--- config.mk ---
export PLATFORM = sky130hd
export DESIGN_NAME = lz10_ctrl
export DESIGN_NICKNAME = d
export VERILOG_FILES = /design/src/hw/rtl/lz10_pkg.sv /design/src/hw/rtl/lz10_ctrl.sv
export SDC_FILE = /design/constraint.sdc
export NUM_CORES = 1
export LEC_CHECK = 0
export BUFFER_PORTS_ARGS = -buffer_cell sky130_fd_sc_hd__buf_2
export CORE_AREA = 2 2 39 41
export CTS_BUF_LIST = sky130_fd_sc_hd__clkbuf_4 sky130_fd_sc_hd__clkbuf_8
export DETAILED_ROUTE_END_ITERATION = 12
export DIE_AREA = 0 0 41 43
export PLACE_DENSITY = 0.45
export SLEW_MARGIN = 20
export SYNTH_ARGS = -nofsm -noshare
export SYNTH_HDL_FRONTEND = slang
export SYNTH_SLANG_ARGS = --single-unit
--- constraint.sdc ---
create_clock -name clk -period 1.6 [get_ports clk]
set_input_delay 0.24 -clock clk [delete_from_list [all_inputs] [get_ports clk]]
set_output_delay 0.24 -clock clk [all_outputs]
set_load 0.005 [all_outputs]
--- src/hw/rtl/lz10_pkg.sv ---
// Shared types, constants and codes for the LZ10 stream decompressor.
`default_nettype none

package lz10_pkg;

    localparam int WINDOW_SIZE_DEF = 4096;
    localparam int COUNT_WIDTH_DEF = 24;

    localparam int BYTE_W     = 8;
    localparam int OUT_LEN_W  = 24;
    localparam int ERR_W      = 2;
    localparam int DISP_W     = 13;
    localparam int LEN_W      = 5;
    localparam int BITS_W     = 4;
    localparam int CFG_IDX_W  = 2;
    localparam int CFG_DATA_W = 24;

    localparam logic [LEN_W-1:0]  MATCH_LEN_BIAS = 5'd3;
    localparam logic [BITS_W-1:0] FLAG_TOKENS    = 4'd8;

    localparam logic [CFG_IDX_W-1:0] CFG_OUT_LENGTH = 2'd0;
    localparam logic [CFG_IDX_W-1:0] CFG_DISP_EXTRA = 2'd1;

    localparam logic [ERR_W-1:0] ERR_NONE      = 2'd0;
    localparam logic [ERR_W-1:0] ERR_EARLY_END = 2'd1;
    localparam logic [ERR_W-1:0] ERR_DISP      = 2'd2;

    typedef enum logic [1:0] {
        PH_FLAG  = 2'd0,
        PH_TOKEN = 2'd1,
        PH_MATCH = 2'd2
    } phase_t;

    typedef enum logic [2:0] {
        TOK_IGNORE   = 3'd0,
        TOK_FLAG     = 3'd1,
        TOK_LITERAL  = 3'd2,
        TOK_MATCH_HI = 3'd3,
        TOK_MATCH_LO = 3'd4
    } tok_kind_t;

    typedef enum logic [1:0] {
        ST_IDLE       = 2'd0,
        ST_EVAL       = 2'd1,
        ST_COPY_START = 2'd2,
        ST_COPY       = 2'd3
    } ctrl_state_t;

    typedef struct packed {
        logic in_ready;
        logic take_in;
        logic apply_token;
        logic load_status;
        logic emit_literal;
        logic rd_issue;
        logic emit_copy;
    } lz10_cmd_t;

    typedef struct packed {
        logic      in_valid;
        tok_kind_t kind;
        logic      disp_bad;
        logic      out_free;
        logic      rem_zero;
    } lz10_status_t;

endpackage

`default_nettype wire

--- src/hw/rtl/lz10_ctrl.sv ---
// Controller state machine sequencing token evaluation and match copies.
`default_nettype none

module lz10_ctrl import lz10_pkg::*;
(
    input  wire logic   clk,
    input  wire logic   rst_n,
    input  lz10_status_t status,
    output lz10_cmd_t    cmd
);

    ctrl_state_t state_reg;
    ctrl_state_t state_next;

    always_ff @(posedge clk or negedge rst_n)
    begin
        if (!rst_n)
        begin
            state_reg <= ST_IDLE;
        end
        else
        begin
            state_reg <= state_next;
        end
    end

    always_comb
    begin
        state_next = state_reg;
        case (state_reg)
            ST_IDLE:
            begin
                if (status.in_valid)
                begin
                    state_next = ST_EVAL;
                end
            end
            ST_EVAL:
            begin
                if (status.out_free)
                begin
                    if (status.kind == TOK_MATCH_LO && !status.disp_bad)
                    begin
                        state_next = ST_COPY_START;
                    end
                    else
                    begin
                        state_next = ST_IDLE;
                    end
                end
            end
            ST_COPY_START:
            begin
                state_next = ST_COPY;
            end
            ST_COPY:
            begin
                if (status.out_free && status.rem_zero)
                begin
                    state_next = ST_IDLE;
                end
            end
            default:
            begin
                state_next = ST_IDLE;
            end
        endcase
    end

    always_comb
    begin
        cmd = '0;
        case (state_reg)
            ST_IDLE:
            begin
                cmd.in_ready = 1'b1;
                cmd.take_in  = status.in_valid;
            end
            ST_EVAL:
            begin
                if (status.out_free)
                begin
                    cmd.apply_token = 1'b1;
                    if (status.kind == TOK_LITERAL)
                    begin
                        cmd.emit_literal = 1'b1;
                    end
                    else if (!(status.kind == TOK_MATCH_LO && !status.disp_bad))
                    begin
                        cmd.load_status = 1'b1;
                    end
                end
            end
            ST_COPY_START:
            begin
                cmd.rd_issue = 1'b1;
            end
            ST_COPY:
            begin
                if (status.out_free)
                begin
                    cmd.emit_copy = 1'b1;
                    cmd.rd_issue  = !status.rem_zero;
                end
            end
            default:
            begin
                cmd = '0;
            end
        endcase
    end

endmodule

`default_nettype wire

## After elaboration in Yosys (flattened, before gate mapping)

Index checks and enable logic that the tools add are counted.
Widths: inputs -> output; s select.

| operators by class | value |
|---|---|
| eq/ne operators | 8 |
| multiplexer cells | 14 |
| reductions and logical operators | 6 |

Operators by type and width:

| operator | count |
|---|---|
| $mux 2 | 6 |
| $pmux 2 s4 | 1 |
| $mux 3 | 2 |
| $ne 2x2->1 const B | 3 |
| $eq 2x2->1 const B | 2 |
| $mux 1 | 4 |
| $eq 3x2->1 const B | 1 |
| $eq 3x3->1 const B | 1 |
| $reduce_and 3->1 | 1 |
| $eq 2x1->1 const B | 1 |
| $logic_and 1x1->1 | 2 |
| $logic_not 1->1 | 2 |
| $logic_not 2->1 | 1 |
| $pmux 1 s2 | 1 |

| storage, ports and cells | value |
|---|---|
| bits in registers | 2 |
| bits of input ports | 9 |
| output and inout bits | 7 |
| word-level logic and storage cells | 29 |

## Depth between registers and ports, before layout

Gate-level depths: netlist of run 1.

| logic depth | value |
|---|---|
| word-level depth | 6 |
| mapped depth | 2 |
| mapped depth without buffers | 2 |

## Worst setup path after synthesis of run 1

OpenSTA, ideal clock, no wires.

| path | value |
|---|---|
| kind | input-to-output |
| from | in status[4] in the netlist's numbering |
| to | out cmd[3] in the netlist's numbering |
| data arrival time | 919 ps |
| required time | 1360 ps |
| slack | 441 ps |
| cell stages on the path | 2 |
| buffers on the path | 0 |
| cells stage by stage | or4b_4 > nor3b_1 |

RTL lines:

| item | line | text |
|---|---|---|
| start, declared | lz10_ctrl.sv:8 | `input lz10_status_t status,` |
| end, declared | lz10_ctrl.sv:9 | `output lz10_cmd_t cmd` |

==> metrics.cfg, run 1 <==
[run_status]
outcome=complete, no violations

[cts]
clock_sinks=2
htreeDepth=1
cts_max_path_buffers=2
path_clk_slew_ns=0.03
cts_buffers=3
cts-root-buf=clkbuf_4
cts_tree=built
clkLatencyLatePin_ns=0.22

[timing]
fin_crit_ns=1.469
setup-tns-final_ns=0
slew_headroom_pct=83.34
skew_ns=0.001281
hold_viol=0
setup_viol=0
period_share_pct=91.80
worst_pin_slew_ns=0.2494
whs_ns=0.2778
rsz0062_at_grt=no
drv_slew=0
fmax_mhz=680.8
setup_ws_ns=0.1312

[pwr]
p_int_uw=265.5
p_leak_nw=0.1596
p_clk_share_pct=27.9
switching_share_pct=33.79
power_density_nw_per_um2=1330
power_frac_seq_pct=24.1
netSwitchingPower_uw=135.5
comb_power_share_pct=48.0
max-vdd-ir-drop_mv=0.3580
p_total_uw=401.0

[die]
fp.dieH_um=43
core_area_um2=1384
ios=16
start_util_pct=12.03
die_area_um2=1763
die-width_um=41
rows=14

[placement]
place_worst_setup_slack_ns=0.1868
gp_congestion=0.7143
port_buffers=15
postPlaceCellArea_um2=269.0
place_inst=50

[logic_synthesis]
async_flop_share_pct=100.0
syn_inst=18
yosysSeqAreaShare_pct=30.08
ys_ff_latch=2
synth_edf_count=0
syn-num-nets=27
yosysWarnings=0
synth_flop_cell=dfrtp_1
synthTopCellsByCount=2 x dfrtp_1, 2 x nand2b_1, 2 x nor3b_1
yosys.area.top_type_share_pct=30.08
synth_top_cell_by_area=dfrtp_1
syn_area_um2=166.4
synth.area.top_cells=dfrtp_1 30%, nor3b_1 9.0%, or4b_4 8.3%, nand2b_1 7.5%, o211ai_2 7.5%
syn_avg_cell_area_um2=9.245
ys_types=15

[routing]
viasPerCell=3.870
post_drt_wl_per_cell_um=9.722
wirelength_um=525
dr.pass1.iters=3
drc_errors=0
vias=209
drt-initial-drc-count=1
ant_nets=0

[setup_path]
cp-end-kind=primary output
arrival_ns=1.23
critPathLaunchType=flop
critPathSlowestCell=dfrtp_1
ff2ff_path_depth=3
cp_max_fo=7
slowest_delay_ns=0.43
endpoint=cmd[3]
worstPathRequired_ns=1.36
cp_cell_sequence=nand3b_1 > nor3b_1 > buf_2
worstSetupPathType=flop to primary output
crit_path_start=state_reg[0]
rrSetupSlack_ns=0.71

[flow_run]
cap_violations=0

[final_layout]
n_fill_cell=160
antennaDiodeCount=0
post-route-util_pct=21.79
area_delta_synth_final_pct=81.20
final-seq-area_um2=50.05
drive_gt1_share_pct=57.89
stdcell_count=54
final_cell_area_um2=301.5
multi_input_area_um2=112.6
final_nets=49

[global_routing]
grt_usage_pct=7.932
grt_max_degree=8
overflow=0
antenna_found_initial=0
grt_pass1_vias=178
grt_pass1_wl_um=800

[worst_hold_path]
hp-class=input pin to flop

[layout by cell type (no fill, tap or decap), types with 2 or more instances in the layout]
cell type and count:
dfrtp_1 2, nand2b_1 2, buf_2 15, nor3b_1 2
clkbuf_4 3
[power groups by stage]
stage | Combinational, mW | Sequential, mW | Clock [mW]
2_1_floorplan | 0.0941 | 0.101 | 0
3_3_place_gp | 0.193 | 0.0959 | 0
3_5_place_dp | 0.192 | 0.0958 | 0
4_1_cts | 0.195 | 0.0964 | 0.121
5_1_grt | 0.217 | 0.101 | 0.133
6_report | 0.192 | 0.0968 | 0.112
[worst max-delay path: cells and delay by family, from the launching register on]
kind | cells | cell delay (ns)
buf+inv | 1 | 0.15
flops | 1 | 0.43
simple gates | 2 | 0.43
[area by class of cell]
class | count | area share [%]
Sequential cell | 2 | 16.60
Timing Repair Buffer | 17 | 30.71
Tap cell | 16 | 6.639
Multi-Input combinational cell | 15 | 37.34
Clock buffer | 3 | 7.469
Inverter | 1 | 1.245
[cells by family after synthesis]
| family | count (synthesis) | synth area share [%] |
|---|---|---|
| and+or+nand+nor | 11 | 45.86 |
| DFF | 2 | 30.08 |
| buffers and inverters | 1 | 2.253 |
| AOI/OAI and AO/OA | 4 | 21.81 |
[timing repair]
item	4_1_cts	5_1_grt
endpoints found under the setup margin	0	0
hold endpoints to repair	2	0
buffers inserted	0	0
hold buffers	1	0
gates resized for setup	0	0
[layer usage]
metal	vias up	GRT usage, %	wire (µm)
li1	107	-	-
met1	86	10.29	280
met2	16	6.250	156
met3	0	7.853	88
met4	0	8.000	0
met5	-	0	0
[worst min-delay path by stage]
| stage | slack, ns | endpoint | startpoint | cells after the start |
|---|---|---|---|---|
| 2_1_floorplan | -0.06 | asynchronous set/reset pin | rst_n | 0 |
| 3_3_place_gp | 0.03 | state_reg[0] | rst_n | 1 |
| 3_5_place_dp | 0.03 | asynchronous set/reset pin | rst_n | 1 |
| 4_1_cts | 0.26 | state_reg[0] | status[1] | 2 |
| 5_1_grt | 0.27 | state_reg[0] | status[1] | 2 |
| 6_report | 0.28 | state_reg[0] | status[1] | 2 |
Power figures use the tool's default switching activity.
==> inputs of run 2 (changes only) <==
--- a/config.mk
+++ b/config.mk
@@ -5,12 +5,14 @@
 export SDC_FILE = /design/constraint.sdc
 export NUM_CORES = 1
 export LEC_CHECK = 0
+export ABC_AREA = 1
 export BUFFER_PORTS_ARGS = -buffer_cell sky130_fd_sc_hd__buf_2
+export CAP_MARGIN = 20
 export CORE_AREA = 2 2 39 41
 export CTS_BUF_LIST = sky130_fd_sc_hd__clkbuf_4 sky130_fd_sc_hd__clkbuf_8
 export DETAILED_ROUTE_END_ITERATION = 12
 export DIE_AREA = 0 0 41 43
-export PLACE_DENSITY = 0.45
+export PLACE_DENSITY = 0.47
 export SLEW_MARGIN = 20
 export SYNTH_ARGS = -nofsm -noshare
 export SYNTH_HDL_FRONTEND = slang
==> run 2 against run 1 <==
Compared with the run above: non-clock buffer count fell by 1; routed wire length fell by 9.9%; clock power barely moved; largest cell class unchanged.
==> metrics.cfg, run 2 <==
[run_status]
outcome=complete, no violations

[timing]
fin_crit_ns=1.349  ; -0.1196 ns
slew_headroom_pct=79.85  ; -3.5 points
period_share_pct=84.33  ; -7.5 points
whs_ns=0.2980  ; +0.02029 ns
drv_slew=0  ; unchanged
worst_pin_slew_ns=0.3022  ; +0.05283 ns
rsz0062_at_grt=no
setup-tns-final_ns=0  ; unchanged
fmax_mhz=741.2  ; +8.9%
hold_viol=0  ; unchanged
setup_viol=0  ; unchanged
skew_ns=0.003090  ; +0.001809 ns

[logic_synthesis]
yosys.area.top_type_share_pct=25.97  ; -4.1 points
yosysWarnings=0  ; unchanged
async_flop_share_pct=100.0  ; unchanged
synth.area.top_cells=dfrtp_1 26%, nand2_1 18%, inv_1 12%, nor2_1 12%, buf_6 5.8%
syn_avg_cell_area_um2=5.667  ; -39%
synth_edf_count=0  ; unchanged
ys_types=13  ; -2
yosysMostFrequentCell=nand2_1
syn_area_um2=192.7  ; +16%
yosysSeqAreaShare_pct=25.97  ; -4.1 points
synth_flop_cell=dfrtp_1
synth_top_cell_by_area=dfrtp_1
syn_inst=34  ; +16
syn-num-nets=43  ; +59%
synthTopCellsByCount=9 x nand2_1, 6 x inv_1, 6 x nor2_1
ys_ff_latch=2  ; unchanged

[setup_path]
arrival_ns=1.11  ; -0.12 ns
cp_max_fo=8  ; +1
critPathLaunchType=flop
cp-end-kind=primary output
worstSetupPathType=flop to primary output
worstPathRequired_ns=1.36  ; about the same
ff2ff_path_depth=4  ; +1

[final_layout]
drive_gt1_share_pct=44.23  ; -14 points
final_cell_area_um2=309.0  ; +2.5%
post-route-util_pct=22.33  ; +0.54 points
area_delta_synth_final_pct=60.39
n_fill_cell=162  ; +1.3%
final_common_cell=buf_2
final_nets=63  ; +29%
antennaDiodeCount=0  ; unchanged
final_cell_mix=15 x buf_2, 9 x nand2_1, 6 x inv_1, 6 x nor2_1, 3 x clkbuf_4

[global_routing]
grt_max_degree=9  ; +1
overflow=0  ; unchanged
grt_usage_pct=7.329  ; -0.60 points
antenna_found_initial=0  ; unchanged
grt_pass1_wl_um=786  ; -1.8%
grt_pass1_vias=227  ; +28%

[placement]
postPlaceCellArea_um2=276.5  ; +2.8%
port_buffers=15  ; unchanged
gp_congestion=0.6956  ; -2.6%
dp.final_hpwl_um=379.7

[die]
fp.dieH_um=43  ; unchanged
die_area_um2=1763  ; unchanged
ios=16  ; unchanged
core_area_um2=1384  ; unchanged
start_util_pct=13.92  ; +1.9 points
rows=14  ; unchanged
die-width_um=41  ; unchanged

[cts]
cts_setup_buffers=0  ; unchanged
clock_sinks=2  ; unchanged
htreeDepth=1  ; unchanged
cts_max_path_buffers=2  ; unchanged
cts_tree=built
path_clk_slew_ns=0.03  ; about the same
cts_buffers=3  ; unchanged
cts-root-buf=clkbuf_4
clkLatencyLatePin_ns=0.23  ; about the same

[pwr]
power_density_nw_per_um2=826.0  ; -38%
p_leak_nw=0.1938  ; +21%
max-vdd-ir-drop_mv=0.1915  ; -47%

[worst_hold_path]
hp-class=input pin to flop
min_path_cells=5  ; +3

[routing]
ant_nets=0  ; unchanged
drc_errors=0  ; unchanged
viasPerCell=3.368  ; -13%
dr.pass1.iters=3  ; unchanged
vias=229  ; +9.6%
wirelength_um=473  ; -9.9%
drt-initial-drc-count=3  ; +2
post_drt_wl_per_cell_um=6.956  ; -28%

[flow_run]
cap_violations=0  ; unchanged

[run 2: cell type report]
type	count	area, µm²	share of cell area (%)
clock buffer	3	22.52	7.287
timing repair buffer	16	85.08	27.53
sequential	2	50.05	16.19
tap	16	20.02	6.478
inverter	9	33.78	10.93
multi-input combinational	22	97.59	31.58
[run 2: logic make-up (layout without fill, tap and decap cells)]
family,Yosys count,after routing,share of synthesized area [%]
flip-flops,2,2,25.98
buffers and inverters,10,28,23.37
AO/OA/AOI/OAI,2,2,7.141
AND/OR/NAND/NOR,20,20,43.51
[run 2: worst max-delay path: stages (launching register included)]
cell	delay (ns)
dfrtp_1	0.47
nor2_2	0.16
nand2_1	0.06
nor2_1	0.08
buf_2	0.12
[run 2: metal layers]
| layer | GRT usage (%) | part of all wire (%) |
|---|---|---|
| met5 | 0 | 0 |
| met4 | 8.000 | 0 |
| met3 | 3.141 | 7.8 |
| met2 | 9.688 | 51 |
| met1 | 7.717 | 41 |
[run 2: per-stage QoR]
stage | std cells | setup WS [ns] | power (mW)
finish | 68 | 0.2508 | 0.2553
detailed placement | 64 | 0.4864 | 0.1412
global route | 68 | 0.1524 | 0.2792
CTS | 68 | 0.2352 | 0.2633
global placement | 64 | 0.5044 | 0.1416
floorplan | 34 | 0.5942 | 0.1100
[run 2: repair_timing]
item                       in CTS  in global routing
gates resized for setup         0                  0
hold buffers                    1                  0
setup endpoints to repair       0                  0
hold endpoints to repair        2                  0
[run 2: worst paths after layout]
| check | start | endpoint | slack (ns) |
|---|---|---|---|
| worst max register to register | flop | flop | 0.64 |
| worst min-delay path | status[6] | state_reg[0] | 0.30 |
| worst min register to register | flop | flop | 0.67 |
| max in group asynchronous | rst_n | state_reg[0] | 1.18 |
| min in group asynchronous | rst_n | asynchronous set/reset pin | 0.33 |
| worst max-delay path | flop | cmd[3] | 0.25 |
[run 2: power by group]
group | leakage [nW] | total (mW) | switching [mW] | internal [mW]
logic | 0.155 | 0.0726 | 0.0375 | 0.0351
registers | 0.0251 | 0.0685 | 0.0113 | 0.0572
clock network | 0.0138 | 0.114 | 0.0312 | 0.0830
total | 0.194 | 0.255 | 0.0799 | 0.175
==> inputs of run 3 (changes only) <==
--- a/config.mk
+++ b/config.mk
@@ -12,7 +12,7 @@
 export CTS_BUF_LIST = sky130_fd_sc_hd__clkbuf_4 sky130_fd_sc_hd__clkbuf_8
 export DETAILED_ROUTE_END_ITERATION = 12
 export DIE_AREA = 0 0 41 43
-export PLACE_DENSITY = 0.47
+export PLACE_DENSITY = 0.48
 export SLEW_MARGIN = 20
 export SYNTH_ARGS = -nofsm -noshare
 export SYNTH_HDL_FRONTEND = slang
==> constraint.sdc (replaced) <==
create_clock -name clk -period 1.13 [get_ports clk]
set_input_delay 0.1695 -clock clk [delete_from_list [all_inputs] [get_ports clk]]
set_output_delay 0.1695 -clock clk [all_outputs]
set_load 0.005 [all_outputs]
==> run 3 against run 2 <==
Compared with the run above: the flow now finishes with violations (setup timing); largest power group is now combinational logic; critical endpoint unchanged; hold slack got worse by 0.066 ns; cell area increased by 25%; sequential power increased by 33%; non-clock buffer count increased by 4; die area unchanged; register-to-register slack got worse by 0.44 ns; core utilization increased by 5.6 points; combinational power increased by 130%; final cell count increased by 5.9%; clock skew decreased by 0.0012 ns; critical path type unchanged.
==> metrics.cfg, run 3 (synthesis gave the netlist of run 2 again) <==
[timing]
skew_ns=0.001918  ; -0.001171 ns
fmax_mhz=815.8
rsz0062_at_grt=yes
period_share_pct=108.5
worst_pin_slew_ns=0.1780  ; -0.1242 ns
setup-tns-final_ns=-0.4916  ; -0.4916 ns
hold_viol=0  ; unchanged
drv_slew=0  ; unchanged
setup_viol=7  ; +7
fin_crit_ns=1.226
setup_ws_ns=-0.09578  ; -0.3465 ns
slew_headroom_pct=88.04  ; +8.2 points

[final_layout]
final_cell_area_um2=386.6  ; +25%
final_nets=67  ; +6.3%
area_delta_synth_final_pct=100.6
final_cell_mix=14 x buf_2, 9 x nand2_1, 6 x inv_1, 5 x nor2_1, 3 x clkbuf_4
drive_gt1_share_pct=55.36  ; +11 points
final-seq-area_um2=51.30  ; +2.5%
final_common_cell=buf_2
antennaDiodeCount=0  ; unchanged
n_fill_cell=163  ; +0.62%
multi_input_area_um2=118.9  ; +22%

[global_routing]
overflow=0  ; unchanged
antenna_found_initial=0  ; unchanged
grt_max_degree=9  ; unchanged
grt_pass1_wl_um=731  ; -7.0%
grt_pass1_vias=228  ; +0.44%
grt_usage_pct=6.727  ; -0.60 points

[run_status]
outcome=finished, violations left
violations=setup timing

[setup_path]
rrSetupSlack_ns=0.20  ; -0.44 ns
worstSetupPathType=flop to primary output
r2r-end=state_reg[0]
critPathLaunchType=flop
cp-end-kind=primary output
cp_cell_sequence=nor2_4 > nand2_1 > nor2_1 > buf_2
worstPathRequired_ns=0.96  ; -0.40 ns
arrival_ns=1.06  ; -0.05 ns
critPathSlowestCell=dfrtp_2
slowest_delay_ns=0.46  ; about the same
cp_max_fo=5  ; -3
ff2ff_path_depth=5  ; +1

[worst_hold_path]
min_to=state_reg[0]
hold_start=status[6]
min_path_cells=5  ; unchanged
hp-class=input pin to flop

[cts]
clock_sinks=2  ; unchanged
cts_max_path_buffers=2  ; unchanged
clkLatencyLatePin_ns=0.23  ; about the same
cts_tree=built
htreeDepth=1  ; unchanged
path_clk_slew_ns=0.03  ; about the same
cts_buffers=3  ; unchanged
cts-root-buf=clkbuf_4

[die]
ios=16  ; unchanged
rows=14  ; unchanged
die-width_um=41  ; unchanged
start_util_pct=13.92  ; unchanged
core_area_um2=1384  ; unchanged
fp.dieH_um=43  ; unchanged
die_area_um2=1763  ; unchanged

[pwr]
power_density_nw_per_um2=1081  ; +31%
max-vdd-ir-drop_mv=0.2504  ; +31%
p_leak_nw=0.2210  ; +14%
p_total_uw=417.8  ; +64%

[routing]
post_drt_wl_per_cell_um=7.194  ; +3.4%
vias=259  ; +13%
ant_nets=0  ; unchanged
wl_met2_um=283  ; +18%
viasPerCell=3.597  ; +6.8%
drt-initial-drc-count=0  ; -3
wl_met3_um=30  ; -19%
wirelength_um=518  ; +9.5%
drc_errors=0  ; unchanged
wl_met1_um=203  ; +4.6%
top_layer=met3
dr.pass1.iters=1  ; -2

[placement]
dp.final_hpwl_um=364.1  ; -4.1%
port_buffers=15  ; unchanged
gp_congestion=0.6686  ; -3.9%
postPlaceCellArea_um2=276.5  ; unchanged

[flow_run]
cap_violations=0  ; unchanged

[run 3: where the power goes]
| group | total (mW) | switching [mW] | internal (mW) |
|---|---|---|---|
| Combinational | 0.167 | 0.0777 | 0.0891 |
| Sequential | 0.0912 | 0.00972 | 0.0815 |
| Clock | 0.160 | 0.0425 | 0.117 |
[run 3: per-stage QoR]
| stage | util [%] | hold slack [ns] | setup WS [ns] | std cells |
|---|---|---|---|---|
| 6_report | 27.94 | 0.2316 | -0.09578 | 72 |
| 5_1_grt | 27.94 | 0.2633 | -0.1522 | 72 |
| 4_1_cts | 24.86 | 0.2209 | -0.1089 | 71 |
| 3_5_place_dp | 19.98 | -0.04187 | 0.06433 | 64 |
| 3_3_place_gp | 19.98 | -0.04315 | 0.06578 | 64 |
| 2_1_floorplan | - | -0.1261 | 0.1947 | 34 |
[run 3: worst max path at each step]
stage,to,slack [ns],depth (start not counted)
5_1_grt,cmd[3],-0.15,4
6_report,cmd[3],-0.1,4
4_1_cts,cmd[3],-0.11,4
3_5_place_dp,cmd[3],0.06,5
3_3_place_gp,cmd[3],0.07,5
2_1_floorplan,cmd[3],0.19,4
[run 3: layer usage]
| metal | track usage, % | vias to the layer above |
|---|---|---|
| met3 | 3.141 | 0 |
| li1 | - | 142 |
| met1 | 5.466 | 110 |
| met4 | 8.000 | 0 |
| met2 | 10.00 | 7 |
| met5 | 0 | - |
[run 3: timing repair]
| item | 4_1_cts | 5_1_grt |
|---|---|---|
| setup buffers | 3 | 1 |
| hold buffers | 1 | 0 |
| setup endpoints to repair | 7 | 7 |
| pin swaps | 1 | 3 |
| gates resized for setup | 3 | 6 |
| hold endpoints to repair | 2 | 0 |
[run 3: area by class of cell]
cell class,instances,area share [%]
Tap cell,16,5.178
Multi-Input combinational cell,22,30.74
Sequential cell,2,13.27
Timing Repair Buffer,20,35.60
Clock buffer,3,5.825
Inverter,9,9.385
[run 3: worst max-delay path: cells and delay by family, from the launching register on]
kind,cells,cell delay (ns)
and+or+nand+nor,3,0.27
buffers and inverters,1,0.11
DFF,1,0.46
